===== config.mk =====
export PLATFORM = sky130hd
export DESIGN_NAME = bbd_cfg
export DESIGN_NICKNAME = d
export VERILOG_FILES = /design/src/hdl/bbd_pkg.sv /design/src/hdl/bbd_cfg.sv
export SDC_FILE = /design/constraint.sdc
export NUM_CORES = 1
export LEC_CHECK = 0
export BUFFER_PORTS_ARGS = -buffer_cell sky130_fd_sc_hd__buf_2
export CAP_MARGIN = 0
export CORE_UTILIZATION = 46
export DETAILED_ROUTE_END_ITERATION = 10
export PLACE_DENSITY = 0.81
export SLEW_MARGIN = 0
export SYNTH_ARGS = -nofsm -noshare
export SYNTH_HDL_FRONTEND = slang
export SYNTH_SLANG_ARGS = --single-unit

===== constraint.sdc =====
create_clock -name i_clk -period 2.4 [get_ports i_clk]
set_input_delay 0.72 -clock i_clk [delete_from_list [all_inputs] [get_ports i_clk]]
set_output_delay 0.72 -clock i_clk [all_outputs]
set_load 0.05 [all_outputs]

===== src/hdl/bbd_pkg.sv =====
// Shared types, constants and the CFA site lookup for the Bayer demosaic block.
package bbd_pkg;

    // Field widths
    localparam int RAW_W   = 10;
    localparam int PIX_W   = 8;
    localparam int COORD_W = 12;
    localparam int CFG_W   = 13;
    localparam int DIM_W   = 15;   // holds any clipped frame width up to 16384
    localparam int LINE_W  = 2 * PIX_W;

    // Frame limits
    localparam int MAX_WIDTH_DEF = 4096;
    localparam int ROW_LIMIT     = 4096;

    // Register reset values
    localparam logic [CFG_W-1:0] FRAME_WIDTH_RST  = CFG_W'(640);
    localparam logic [CFG_W-1:0] FRAME_HEIGHT_RST = CFG_W'(480);
    localparam logic [1:0]       CFA_PATTERN_RST  = 2'd3;

    // Result group queue
    localparam int GRP_DEPTH  = 4;
    localparam int PTR_W      = $clog2(GRP_DEPTH);
    localparam int CNT_W      = $clog2(GRP_DEPTH + 1);
    localparam int RESULT_CAP = 4;

    // APB register map
    localparam int APB_DATA_W = 32;
    localparam int APB_ADDR_W = 5;

    typedef enum logic [2:0] {
        REG_FRAME_WIDTH  = 3'd0,
        REG_FRAME_HEIGHT = 3'd1,
        REG_CFA_PATTERN  = 3'd2,
        REG_COLUMN_PHASE = 3'd3,
        REG_ROW_PHASE    = 3'd4,
        REG_BLACK_LEVEL  = 3'd5
    } t_reg_idx;

    // Color at the center of the 3x3 window
    typedef enum logic [1:0] {
        SITE_R      = 2'd0,
        SITE_G_RROW = 2'd1,
        SITE_G_BROW = 2'd2,
        SITE_B      = 2'd3
    } t_site;

    // Rows: GBRG, GRBG, BGGR, RGGB; columns: {row parity, column parity}
    localparam t_site SITE_TABLE [4][4] = '{
        '{SITE_G_BROW, SITE_B,      SITE_R,      SITE_G_RROW},
        '{SITE_G_RROW, SITE_R,      SITE_B,      SITE_G_BROW},
        '{SITE_B,      SITE_G_BROW, SITE_G_RROW, SITE_R     },
        '{SITE_R,      SITE_G_RROW, SITE_G_BROW, SITE_B     }
    };

    // Active configuration, widths already clipped
    typedef struct packed {
        logic [DIM_W-1:0] frame_w;
        logic [CFG_W-1:0] frame_h;
        logic [1:0]       cfa_pattern;
        logic             column_phase;
        logic             row_phase;
        logic [PIX_W-1:0] black_level;
    } t_cfg;

    typedef logic [8:0][PIX_W-1:0] t_win;

    // Position of the newest source pixel in the window, below and right of the center
    typedef struct packed {
        logic               valid;
        logic [DIM_W-1:0]   col;
        logic [COORD_W-1:0] row;
    } t_pos;

    // One interior pixel with its border copies
    typedef struct packed {
        logic [PIX_W-1:0]        red;
        logic [PIX_W-1:0]        green;
        logic [PIX_W-1:0]        blue;
        logic [2:0][COORD_W-1:0] rows;
        logic [1:0]              row_cnt;
        logic [2:0][COORD_W-1:0] cols;
        logic [1:0]              col_cnt;
        logic                    done;
    } t_group;

endpackage


===== src/hdl/bbd_cfg.sv =====
// APB configuration registers of the Bayer demosaic block.
module bbd_cfg
    import bbd_pkg::*;
#(
    parameter int MAX_WIDTH = MAX_WIDTH_DEF
) (
    input  logic                  i_clk,
    input  logic                  i_rst_n,
    input  logic                  psel,
    input  logic                  penable,
    input  logic                  pwrite,
    input  logic [APB_ADDR_W-1:0] paddr,
    input  logic [APB_DATA_W-1:0] pwdata,
    output logic [APB_DATA_W-1:0] prdata,
    output logic                  pready,
    output t_cfg                  o_cfg
);

    logic [CFG_W-1:0] r_frame_width;
    logic [CFG_W-1:0] r_frame_height;
    logic [1:0]       r_cfa_pattern;
    logic             r_column_phase;
    logic             r_row_phase;
    logic [PIX_W-1:0] r_black_level;
    logic             wr_fire;
    t_reg_idx         reg_idx;

    assign pready  = 1'b1;
    assign wr_fire = psel && penable && pwrite;
    assign reg_idx = t_reg_idx'(paddr[4:2]);

    // Write the addressed register
    always_ff @(posedge i_clk) begin
        if (!i_rst_n) begin
            r_frame_width  <= FRAME_WIDTH_RST;
            r_frame_height <= FRAME_HEIGHT_RST;
            r_cfa_pattern  <= CFA_PATTERN_RST;
            r_column_phase <= 1'b0;
            r_row_phase    <= 1'b0;
            r_black_level  <= '0;
        end else if (wr_fire) begin
            unique case (reg_idx)
                REG_FRAME_WIDTH:  r_frame_width  <= pwdata[CFG_W-1:0];
                REG_FRAME_HEIGHT: r_frame_height <= pwdata[CFG_W-1:0];
                REG_CFA_PATTERN:  r_cfa_pattern  <= pwdata[1:0];
                REG_COLUMN_PHASE: r_column_phase <= pwdata[0];
                REG_ROW_PHASE:    r_row_phase    <= pwdata[0];
                REG_BLACK_LEVEL:  r_black_level  <= pwdata[PIX_W-1:0];
                default: ;
            endcase
        end
    end

    // Read back the addressed register
    always_comb begin
        unique case (reg_idx)
            REG_FRAME_WIDTH:  prdata = APB_DATA_W'(r_frame_width);
            REG_FRAME_HEIGHT: prdata = APB_DATA_W'(r_frame_height);
            REG_CFA_PATTERN:  prdata = APB_DATA_W'(r_cfa_pattern);
            REG_COLUMN_PHASE: prdata = APB_DATA_W'(r_column_phase);
            REG_ROW_PHASE:    prdata = APB_DATA_W'(r_row_phase);
            REG_BLACK_LEVEL:  prdata = APB_DATA_W'(r_black_level);
            default:          prdata = '0;
        endcase
    end

    // Clip width to the line buffer depth and height to the row range
    always_comb begin
        o_cfg.frame_w = (DIM_W'(r_frame_width) > DIM_W'(MAX_WIDTH))
                      ? DIM_W'(MAX_WIDTH) : DIM_W'(r_frame_width);
        o_cfg.frame_h = (r_frame_height > CFG_W'(ROW_LIMIT))
                      ? CFG_W'(ROW_LIMIT) : r_frame_height;
        o_cfg.cfa_pattern  = r_cfa_pattern;
        o_cfg.column_phase = r_column_phase;
        o_cfg.row_phase    = r_row_phase;
        o_cfg.black_level  = r_black_level;
    end

endmodule


## Yosys cells after proc, flatten, opt, wreduce, memory -nomap -nowiden

Cells that the tools add are included.

| word-level totals | value |
|---|---|
| bits in registers | 38 |
| input bits | 42 |
| logic and storage cells | 25 |

| operators by class | value |
|---|---|
| order comparisons | 2 |
| equality and inequality tests | 5 |
| mux-type cells | 3 |
| reductions and logical operators | 9 |

Operators with widths:

| operator | count |
|---|---|
| $pmux 13 s6 | 1 |
| $gt 13x13->1 const B | 2 |
| $mux 13 | 2 |
| $reduce_and 2->1 | 6 |
| $eq 3x2->1 const B | 2 |
| $eq 3x3->1 const B | 2 |
| $eq 3x1->1 const B | 1 |
| $logic_not 3->1 | 1 |
| $logic_and 1x1->1 | 2 |

## Longest topological paths before layout

Gate-level depths: netlist of run 1.

| depth | value |
|---|---|
| depth after elaboration | 3 |
| gate-level depth with buffers | 6 |

## Worst setup path before layout of run 1

No wires, ideal clock.

| timing | value |
|---|---|
| path type | input -> output |
| from | input paddr[2] |
| to | output prdata[2] |
| arrival time | 2.173 ns |
| required time | 1.680 ns |
| setup slack | -0.493 ns |
| cell stages on the path | 5 |
| buffers on the path | 2 |
| path through | buf_4 buf_6 mux2i_1 or2_2 a21oi_1 |

| on the way | value |
|---|---|
| cells in the longest elaborated chain, start to end | 2 |
| elaborated cells between the ends (all ways) | 7 |

RTL lines:

| element | line | text |
|---|---|---|
| start: declaration | bbd_cfg.sv:12 | `input logic [APB_ADDR_W-1:0] paddr,` |
| $eq 3x3->1 (tied with other cells) | bbd_cfg.sv:56 | `unique case (reg_idx)` |
| $pmux 13 s6 (*) | bbd_cfg.sv:56 |  |
| end: declaration | bbd_cfg.sv:14 | `output logic [APB_DATA_W-1:0] prdata,` |

Mark *: on every way between the ends. The rest lies on a longest branch, timed or not.

## Final worst setup path of run 1

| timing | value |
|---|---|
| from | input paddr[4] |
| to | output prdata[0] |

The elaborated chain is that of the path after synthesis.

==> metrics.txt, run 1 <==
# TYPE chip_impl_metric gauge
chip_impl_info{name="status",value="complete, but fails checks"} 1
chip_impl_info{name="failed_checks",value="setup timing"} 1
chip_impl_metric{name="total_power",unit="mW"} 1.36
chip_impl_info{name="launch_point_of_the_worst_reg_to_reg_path",value="r_frame_width[12]"} 1
chip_impl_metric{name="viasPerCell",unit=""} 4.87
chip_impl_metric{name="drt_drc_violations_left",unit=""} 0
chip_impl_metric{name="setup_viol",unit=""} 2
chip_impl_metric{name="post_route_minimum_period",unit="ns"} 2.45
chip_impl_metric{name="drtAntennaViolNets",unit=""} 0
chip_impl_metric{name="worst_setup_hold_path_clk_slew",unit="ns"} 0.07
chip_impl_metric{name="final_util",unit=""} 0.626
chip_impl_metric{name="gp_congestion",unit=""} 0.764
chip_impl_metric{name="power_per_cell_area",unit="nW/um^2"} 459
chip_impl_info{name="grt_setup_unrepaired",value="yes"} 1
chip_impl_metric{name="tritoncts.num_buffers",unit=""} 5
chip_impl_metric{name="num_rows",unit=""} 25
chip_impl_metric{name="timing.critical_path.arrival",unit="ns"} 1.73
chip_impl_metric{name="fmax",unit="MHz"} 408
chip_impl_info{name="post_synth_main_area_contributors",value="dfxtp_1, mux2i_1, buf_4"} 1
chip_impl_metric{name="synth-edff-count",unit=""} 0
chip_impl_metric{name="dr_total_vias",unit=""} 1944
chip_impl_metric{name="cts_htree_levels",unit=""} 2
chip_impl_info{name="timing.critical_path.to_type",value="output pin"} 1
chip_impl_metric{name="worst_slack_placed",unit="ns"} -0.198
chip_impl_info{name="yosysMostFrequentCell",value="nand2_1"} 1
chip_impl_metric{name="io_buffer_count",unit=""} 71
chip_impl_info{name="min-delay-path-class",value="reg2reg"} 1
chip_impl_metric{name="syn_warnings",unit=""} 0
chip_impl_metric{name="die_area",unit="sq um"} 5170
chip_impl_metric{name="synth.ff_latch_count",unit=""} 38
chip_impl_metric{name="floorplan.die.width",unit="microns"} 71.9
chip_impl_metric{name="synthCells",unit=""} 260
chip_impl_metric{name="cap_violations",unit=""} 0
chip_impl_metric{name="placeableCoreArea",unit="sq um"} 4720
chip_impl_metric{name="critPathRequiredTime",unit="ns"} 1.68
chip_impl_metric{name="power.leakage",unit="nW"} 1.38
chip_impl_metric{name="number_of_global_route_vias_before_repair",unit=""} 1701
chip_impl_metric{name="finalMaxSlewViolations",unit=""} 0
chip_impl_metric{name="initial_core_utilization",unit=""} 0.475
chip_impl_info{name="ctsRootBufferMaster",value="clkbuf_8"} 1
chip_impl_metric{name="insertedDiodeCount",unit=""} 0
chip_impl_metric{name="synth.lib_cells_used.distinct",unit=""} 32
chip_impl_metric{name="grtUsageTotal",unit=""} 0.215
chip_impl_metric{name="die_h",unit="microns"} 71.9
chip_impl_metric{name="critical_path_peak_fanout",unit=""} 6
chip_impl_metric{name="power.ir.vdd_worst",unit="mV"} 0.345
chip_impl_metric{name="antenna_violations_before_repair",unit=""} 0
chip_impl_metric{name="maximum_number_of_pins_on_one_net_before_global_route_repair",unit=""} 33
chip_impl_info{name="crit_type",value="in2out"} 1
chip_impl_metric{name="clk_path_buf_depth",unit=""} 2
chip_impl_metric{name="slew_of_the_pin_with_the_lowest_slew_margin",unit="ns"} 0.584
chip_impl_metric{name="routed_wire_length_per_instance",unit="microns"} 13.8
chip_impl_metric{name="fin_worst_skew",unit="ns"} 0
chip_impl_metric{name="min_path_cells",unit=""} 2
chip_impl_metric{name="r2r_cells",unit=""} 3
chip_impl_metric{name="grt_pass1_wl",unit="microns"} 8490
chip_impl_info{name="holdCritStartpoint",value="r_frame_height[3]"} 1
chip_impl_info{name="clock_tree_from_tritoncts",value="yes"} 1
chip_impl_info{name="commonest_cells_in_the_synthesized_netlist",value="nand2_1, mux2i_1, dfxtp_1"} 1
chip_impl_metric{name="worst_skew_pair.late_latency",unit="ns"} 0.28
chip_impl_metric{name="cts_sinks",unit=""} 38
chip_impl_info{name="regToRegEndpoint",value="r_frame_width[12]"} 1
chip_impl_metric{name="max_slew_margin",unit=""} 0.611
chip_impl_info{name="cp-start-kind",value="primary input"} 1
chip_impl_metric{name="overflow",unit=""} 0
chip_impl_metric{name="syn_area_per_cell",unit="sq um"} 8.64
chip_impl_metric{name="timing.final.hold_violations",unit=""} 0
chip_impl_metric{name="seq_area",unit="sq um"} 761
chip_impl_metric{name="post-dp-hpwl",unit="microns"} 3970
chip_impl_metric{name="filler_cell_count",unit=""} 399
chip_impl_metric{name="layout_worst_path_cycle_share",unit=""} 1.02
chip_impl_metric{name="syn-cell-area",unit="sq um"} 2250
chip_impl_metric{name="multiInputGateArea",unit="sq um"} 1370
chip_impl_metric{name="area_delta_synth_final",unit="%"} 31.8
chip_impl_metric{name="dr.first_iter.drc_count",unit=""} 158
chip_impl_metric{name="io-pin-count",unit=""} 115
chip_impl_metric{name="finalNetCount",unit=""} 375
chip_impl_metric{name="synth_largest_type_area_fraction",unit=""} 0.339
chip_impl_info{name="worstSetupStartpoint",value="paddr[4]"} 1
chip_impl_metric{name="final.setup.worst_slack",unit="ns"} -0.0518
chip_impl_info{name="hold_end",value="r_frame_height[3]"} 1
chip_impl_metric{name="timing.reg2reg.setup_slack",unit="ns"} 1.33
chip_impl_metric{name="wirelength_routed",unit="microns"} 5520
chip_impl_metric{name="synth_seq_area_share",unit=""} 0.339
chip_impl_metric{name="drt_pass1_iterations",unit=""} 4
chip_impl_info{name="ys.flop_type",value="dfxtp_1"} 1
chip_impl_info{name="synth_area_leader_cell",value="dfxtp_1"} 1
chip_impl_metric{name="asyncSetResetFlopFracSynth",unit=""} 0
chip_impl_metric{name="share_of_post_route_cells_with_drive_strength_above_1",unit=""} 0.380
chip_impl_metric{name="holdBufCountCts",unit=""} 0
## kinds of logic after synthesis
group,after synthesis,synth area share
buffers and inverters,51,0.144
and+or+nand+nor,101,0.240
DFF,38,0.339
AOI/OAI and AO/OA,23,0.0674
muxes,45,0.207
other,2,0.00334
## layer usage
metal  wire [microns]  track usage  part of all wire
met1             2480        0.291              0.45
met2             2640        0.347              0.48
met3              336       0.0506             0.061
met4               66       0.0545             0.012
met5                0            0                 0
## where the power goes
group	leakage (nW)	internal, mW	switching (mW)
sequential	0.307	0.636	0.00455
combinational	1.03	0.0868	0.202
clock	0.0431	0.222	0.208
total	1.38	0.944	0.415
## flip-flops by register name, summed over array words and instances, names as in the netlist
register / cells
r_row_phase: 1
r_frame_width: 13
r_cfa_pattern: 2
r_black_level: 8
r_frame_height: 13
r_column_phase: 1
## through the flow
| step | std cells | hold WS [ns] | setup TNS [ns] | instance area, sq um |
|---|---|---|---|---|
| final | 399 | 0.473 | -0.0620 | 2960 |
| after global routing | 399 | 0.496 | -0.104 | 2960 |
| after CTS | 398 | 0.473 | -0.103 | 2920 |
| after detailed placement | 391 | 0.462 | -1.49 | 2710 |
| after global placement | 391 | 0.452 | -1.48 | 2710 |
| after floorplan | 280 | 0.440 | -0.597 | 2430 |
## cells in the final DEF (no fill, tap or decap)
cell / Yosys / layout
buf_2: 3 / 56
nand2_1: 49 / 49
mux2i_1: 43 / 42
dfxtp_1: 38 / 38
nor2b_1: 28 / 28
conb_1: 2 / 22
buf_4: 26 / 17
buf_6: 4 / 15
o211ai_1: 7 / 7
or2_4: 0 / 6
a21oi_4: 0 / 6
clkbuf_8: 0 / 6
nor2_2: 1 / 5
inv_1: 5 / 5
o21ai_0: 4 / 4
o31ai_1: 3 / 3
buf_8: 0 / 3
nor2_4: 1 / 2
or2_2: 7 / 1
mux4_2: 1 / 1
nor2_1: 6 / 1
mux2_4: 0 / 1
and2_1: 1 / 1
mux2i_4: 0 / 1
or4bb_1: 1 / 1
o221ai_4: 0 / 1
nand2b_4: 1 / 1
nand4b_4: 1 / 1
nor3b_2: 1 / 1
nand4_1: 1 / 1
nor3_2: 1 / 1
or3_1: 1 / 1
or2_1: 1 / 1
o311ai_0: 1 / 1
o41ai_1: 1 / 1
buf_12: 0 / 1
## worst max path at each step
stage	slack, ns	end
global placement	-0.18	prdata[0]
floorplan	-0.08	prdata[2]
global route	-0.07	prdata[0]
finish	-0.05	prdata[0]
detailed placement	-0.20	prdata[0]
CTS	-0.06	prdata[0]
## critical path, cell delays in order
cell and delay, ns:
buf_8 0.09, mux4_2 0.48, mux2_4 0.29, buf_8 0.15
## repair_timing
action,4_1_cts,5_1_grt
pin swaps,2,2
buffers inserted,1,1
cloned,0,0
gates resized for setup,37,8
endpoints found under the setup margin,13,9
## layout make-up
| cell class | count | area share |
|---|---|---|
| sequential | 38 | 0.257 |
| clock buffer | 6 | 0.0279 |
| inverter | 5 | 0.00634 |
| tap | 67 | 0.0283 |
| timing repair buffer | 92 | 0.217 |
| multi-input combinational | 191 | 0.463 |
(Power assumes the default switching activity.)
==> inputs of run 2 (changes only) <==
==> constraint.sdc (replaced) <==
create_clock -name i_clk -period 2.4 [get_ports i_clk]
set_input_delay 0.12 -clock i_clk [delete_from_list [all_inputs] [get_ports i_clk]]
set_output_delay 0.12 -clock i_clk [all_outputs]
set_load 0.05 [all_outputs]
==> metrics.txt, run 2 (synthesis gave the netlist of run 1 again) <==
# TYPE chip_impl_metric gauge
chip_impl_info{name="status",value="finished, final reports clean"} 1
chip_impl_metric{name="cts_htree_levels",unit=""} 2
chip_impl_info{name="layout.cells.most_common",value="buf_2"} 1
chip_impl_metric{name="power.ir.vdd_worst",unit="mV"} 0.322
chip_impl_metric{name="min_path_cells",unit=""} 3
chip_impl_info{name="hold_end",value="r_black_level[7]"} 1
chip_impl_info{name="most-common-layout-cells",value="buf_2, nand2_1, mux2i_1"} 1
chip_impl_metric{name="timing.critical_path.arrival",unit="ns"} 1.64
chip_impl_metric{name="dr_total_vias",unit=""} 1843
chip_impl_metric{name="finalMaxSlewViolations",unit=""} 0
chip_impl_metric{name="initial_core_utilization",unit=""} 0.475
chip_impl_info{name="cp-start-kind",value="primary input"} 1
chip_impl_metric{name="dr.first_iter.drc_count",unit=""} 98
chip_impl_metric{name="timing.reg2reg.setup_slack",unit="ns"} 1.35
chip_impl_metric{name="post-cts-setup-buffers",unit=""} 0
chip_impl_metric{name="insertedDiodeCount",unit=""} 0
chip_impl_metric{name="io_buffer_count",unit=""} 71
chip_impl_metric{name="critical_path.max_stage_delay",unit="ns"} 0.52
chip_impl_metric{name="holdBufCountCts",unit=""} 0
chip_impl_info{name="timing.critical_path.to_type",value="output pin"} 1
chip_impl_metric{name="post-dp-hpwl",unit="microns"} 3580
chip_impl_metric{name="critPathRequiredTime",unit="ns"} 2.28
chip_impl_metric{name="filler_cell_count",unit=""} 450
chip_impl_metric{name="fin_worst_skew",unit="ns"} 0
chip_impl_metric{name="viasPerCell",unit=""} 4.84
chip_impl_metric{name="drtAntennaViolNets",unit=""} 0
chip_impl_metric{name="power_per_cell_area",unit="nW/um^2"} 520
chip_impl_metric{name="maximum_number_of_pins_on_one_net_before_global_route_repair",unit=""} 33
chip_impl_metric{name="worst_setup_hold_path_clk_slew",unit="ns"} 0.07
chip_impl_info{name="ctsRootBufferMaster",value="clkbuf_8"} 1
chip_impl_info{name="crit_path_top_delay_cell",value="buf_2"} 1
chip_impl_metric{name="clk_path_buf_depth",unit=""} 2
chip_impl_info{name="clock_tree_from_tritoncts",value="yes"} 1
chip_impl_metric{name="sw_frac_of_total",unit=""} 0.311
chip_impl_metric{name="critical_path_peak_fanout",unit=""} 25
chip_impl_info{name="regs_by_ff_count",value="r_frame_height: 13 flops, r_frame_width: 13 flops, r_black_level: 8 flops"} 1
chip_impl_info{name="critical_path.most_common_cell",value="buf_2"} 1
chip_impl_metric{name="floorplan.die.width",unit="microns"} 71.9
chip_impl_metric{name="grt_pass1_wl",unit="microns"} 8000
chip_impl_metric{name="drt_drc_violations_left",unit=""} 0
chip_impl_metric{name="number_of_global_route_vias_before_repair",unit=""} 1638
chip_impl_metric{name="placeableCoreArea",unit="sq um"} 4720
chip_impl_metric{name="gp_congestion",unit=""} 0.746
chip_impl_metric{name="cp.buffers_inverters",unit=""} 2
chip_impl_metric{name="max_slew_margin",unit=""} 0.551
chip_impl_info{name="crit_chain",value="buf_2, and2_1, nand2_1, o221ai_1, buf_2"} 1
chip_impl_metric{name="final_util",unit=""} 0.541
chip_impl_metric{name="grtUsageTotal",unit=""} 0.203
chip_impl_metric{name="area_delta_synth_final",unit="%"} 13.8
chip_impl_metric{name="wirelength_routed",unit="microns"} 5130
chip_impl_metric{name="slew_of_the_pin_with_the_lowest_slew_margin",unit="ns"} 0.672
chip_impl_metric{name="setup_viol",unit=""} 0
chip_impl_metric{name="power.share.combinational",unit=""} 0.176
chip_impl_info{name="launch_point_of_the_worst_reg_to_reg_path",value="r_frame_height[12]"} 1
chip_impl_metric{name="timing.final.hold_violations",unit=""} 0
chip_impl_metric{name="io-pin-count",unit=""} 115
chip_impl_metric{name="sequential_cell_fraction_of_total_power",unit=""} 0.482
chip_impl_metric{name="switchingPower",unit="mW"} 0.413
chip_impl_metric{name="routed_wire_length_per_instance",unit="microns"} 13.5
chip_impl_info{name="min-delay-path-class",value="in2reg"} 1
chip_impl_metric{name="worst_skew_pair.late_latency",unit="ns"} 0.29
chip_impl_info{name="regToRegEndpoint",value="r_frame_height[12]"} 1
chip_impl_metric{name="post_route_minimum_period",unit="ns"} 1.76
chip_impl_metric{name="fin_setup_tns",unit="ns"} 0
chip_impl_metric{name="fin_cells",unit=""} 381
chip_impl_metric{name="total_power",unit="mW"} 1.33
chip_impl_metric{name="die_h",unit="microns"} 71.9
chip_impl_info{name="crit_type",value="in2out"} 1
chip_impl_info{name="holdCritStartpoint",value="pwdata[7]"} 1
chip_impl_metric{name="overflow",unit=""} 0
chip_impl_metric{name="tritoncts.num_buffers",unit=""} 5
chip_impl_metric{name="cell_internal_pwr",unit="mW"} 0.916
chip_impl_metric{name="power.leakage",unit="nW"} 1.24
chip_impl_metric{name="cts_sinks",unit=""} 38
chip_impl_metric{name="drt_pass1_iterations",unit=""} 4
chip_impl_metric{name="finalNetCount",unit=""} 355
chip_impl_metric{name="share_of_post_route_cells_with_drive_strength_above_1",unit=""} 0.299
chip_impl_metric{name="num_rows",unit=""} 25
chip_impl_info{name="worst_path_dominant_cell_family",value="buffers and inverters"} 1
chip_impl_info{name="grt_setup_unrepaired",value="no"} 1
chip_impl_metric{name="fmax",unit="MHz"} 568
chip_impl_metric{name="die_area",unit="sq um"} 5170
chip_impl_metric{name="cap_violations",unit=""} 0
chip_impl_metric{name="layout_worst_path_cycle_share",unit=""} 0.734
chip_impl_metric{name="power.clock.fraction",unit=""} 0.343
chip_impl_metric{name="antenna_violations_before_repair",unit=""} 0
chip_impl_metric{name="cts_resized",unit=""} 0
chip_impl_metric{name="finalHoldWorstSlack",unit="ns"} 0.0865
chip_impl_metric{name="r2r_cells",unit=""} 2
chip_impl_metric{name="place.detailed.instances",unit=""} 373
==> run 2: changes by cell type in the layout (fill, tap and decap cells not counted), moves of 6 or more <==
cell,previous run,this run
buf_4,17,1
buf_2,56,71
buf_6,15,0
a21oi_1,0,6
a21oi_4,6,0
or2_2,1,7
or2_4,6,0
==> run 2: how the worst max path moves through the flow <==
stage / end / slack, ns / startpoint / cells after the start
6_report: prdata[1] / 0.64 / paddr[2] / 5
5_1_grt: prdata[1] / 0.55 / paddr[2] / 5
4_1_cts: prdata[1] / 0.63 / paddr[2] / 5
3_5_place_dp: prdata[1] / 0.64 / paddr[2] / 5
3_3_place_gp: prdata[1] / 0.63 / paddr[2] / 5
2_1_floorplan: prdata[2] / 0.71 / paddr[2] / 5
==> run 2: through the flow <==
stage	cell area (sq um)	setup WS (ns)
floorplan	2320	0.707
global placement	2460	0.634
detailed placement	2460	0.638
CTS	2550	0.631
global route	2550	0.549
finish	2550	0.639
==> run 2: layout make-up <==
type	instances	area (sq um)	share of cell area
clock buffer	7	86.3	0.0338
clock inverter	1	5.00	0.00196
inverter	5	18.8	0.00735
multi-input combinational	191	1240	0.484
sequential	38	761	0.298
tap	67	83.8	0.0328
timing repair buffer	72	363	0.142
==> run 2: metal layers <==
| metal | vias to the layer above | wire [microns] | part of all wire | global-route usage |
|---|---|---|---|---|
| met2 | 61 | 2490 | 0.48 | 0.325 |
| met5 | - | 0 | 0 | 0 |
| met1 | 860 | 2290 | 0.45 | 0.260 |
| met4 | 0 | 118 | 0.023 | 0.0959 |
| met3 | 10 | 231 | 0.045 | 0.0436 |
| li1 | 912 | - | - | - |
==> run 2: power by group through the flow <==
stage | clock network [mW] | logic, mW | registers, mW
after floorplan | 0 | 0.221 | 0.657
after global placement | 0 | 0.232 | 0.655
after detailed placement | 0 | 0.234 | 0.655
after CTS | 0.463 | 0.234 | 0.640
after global routing | 0.490 | 0.248 | 0.641
final | 0.455 | 0.234 | 0.640
==> run 2: worst register-to-register path, stage by stage, from the launching register on <==
cell	delay, ns
dfxtp_1	0.74
nand2_1	0.10
mux2i_1	0.15
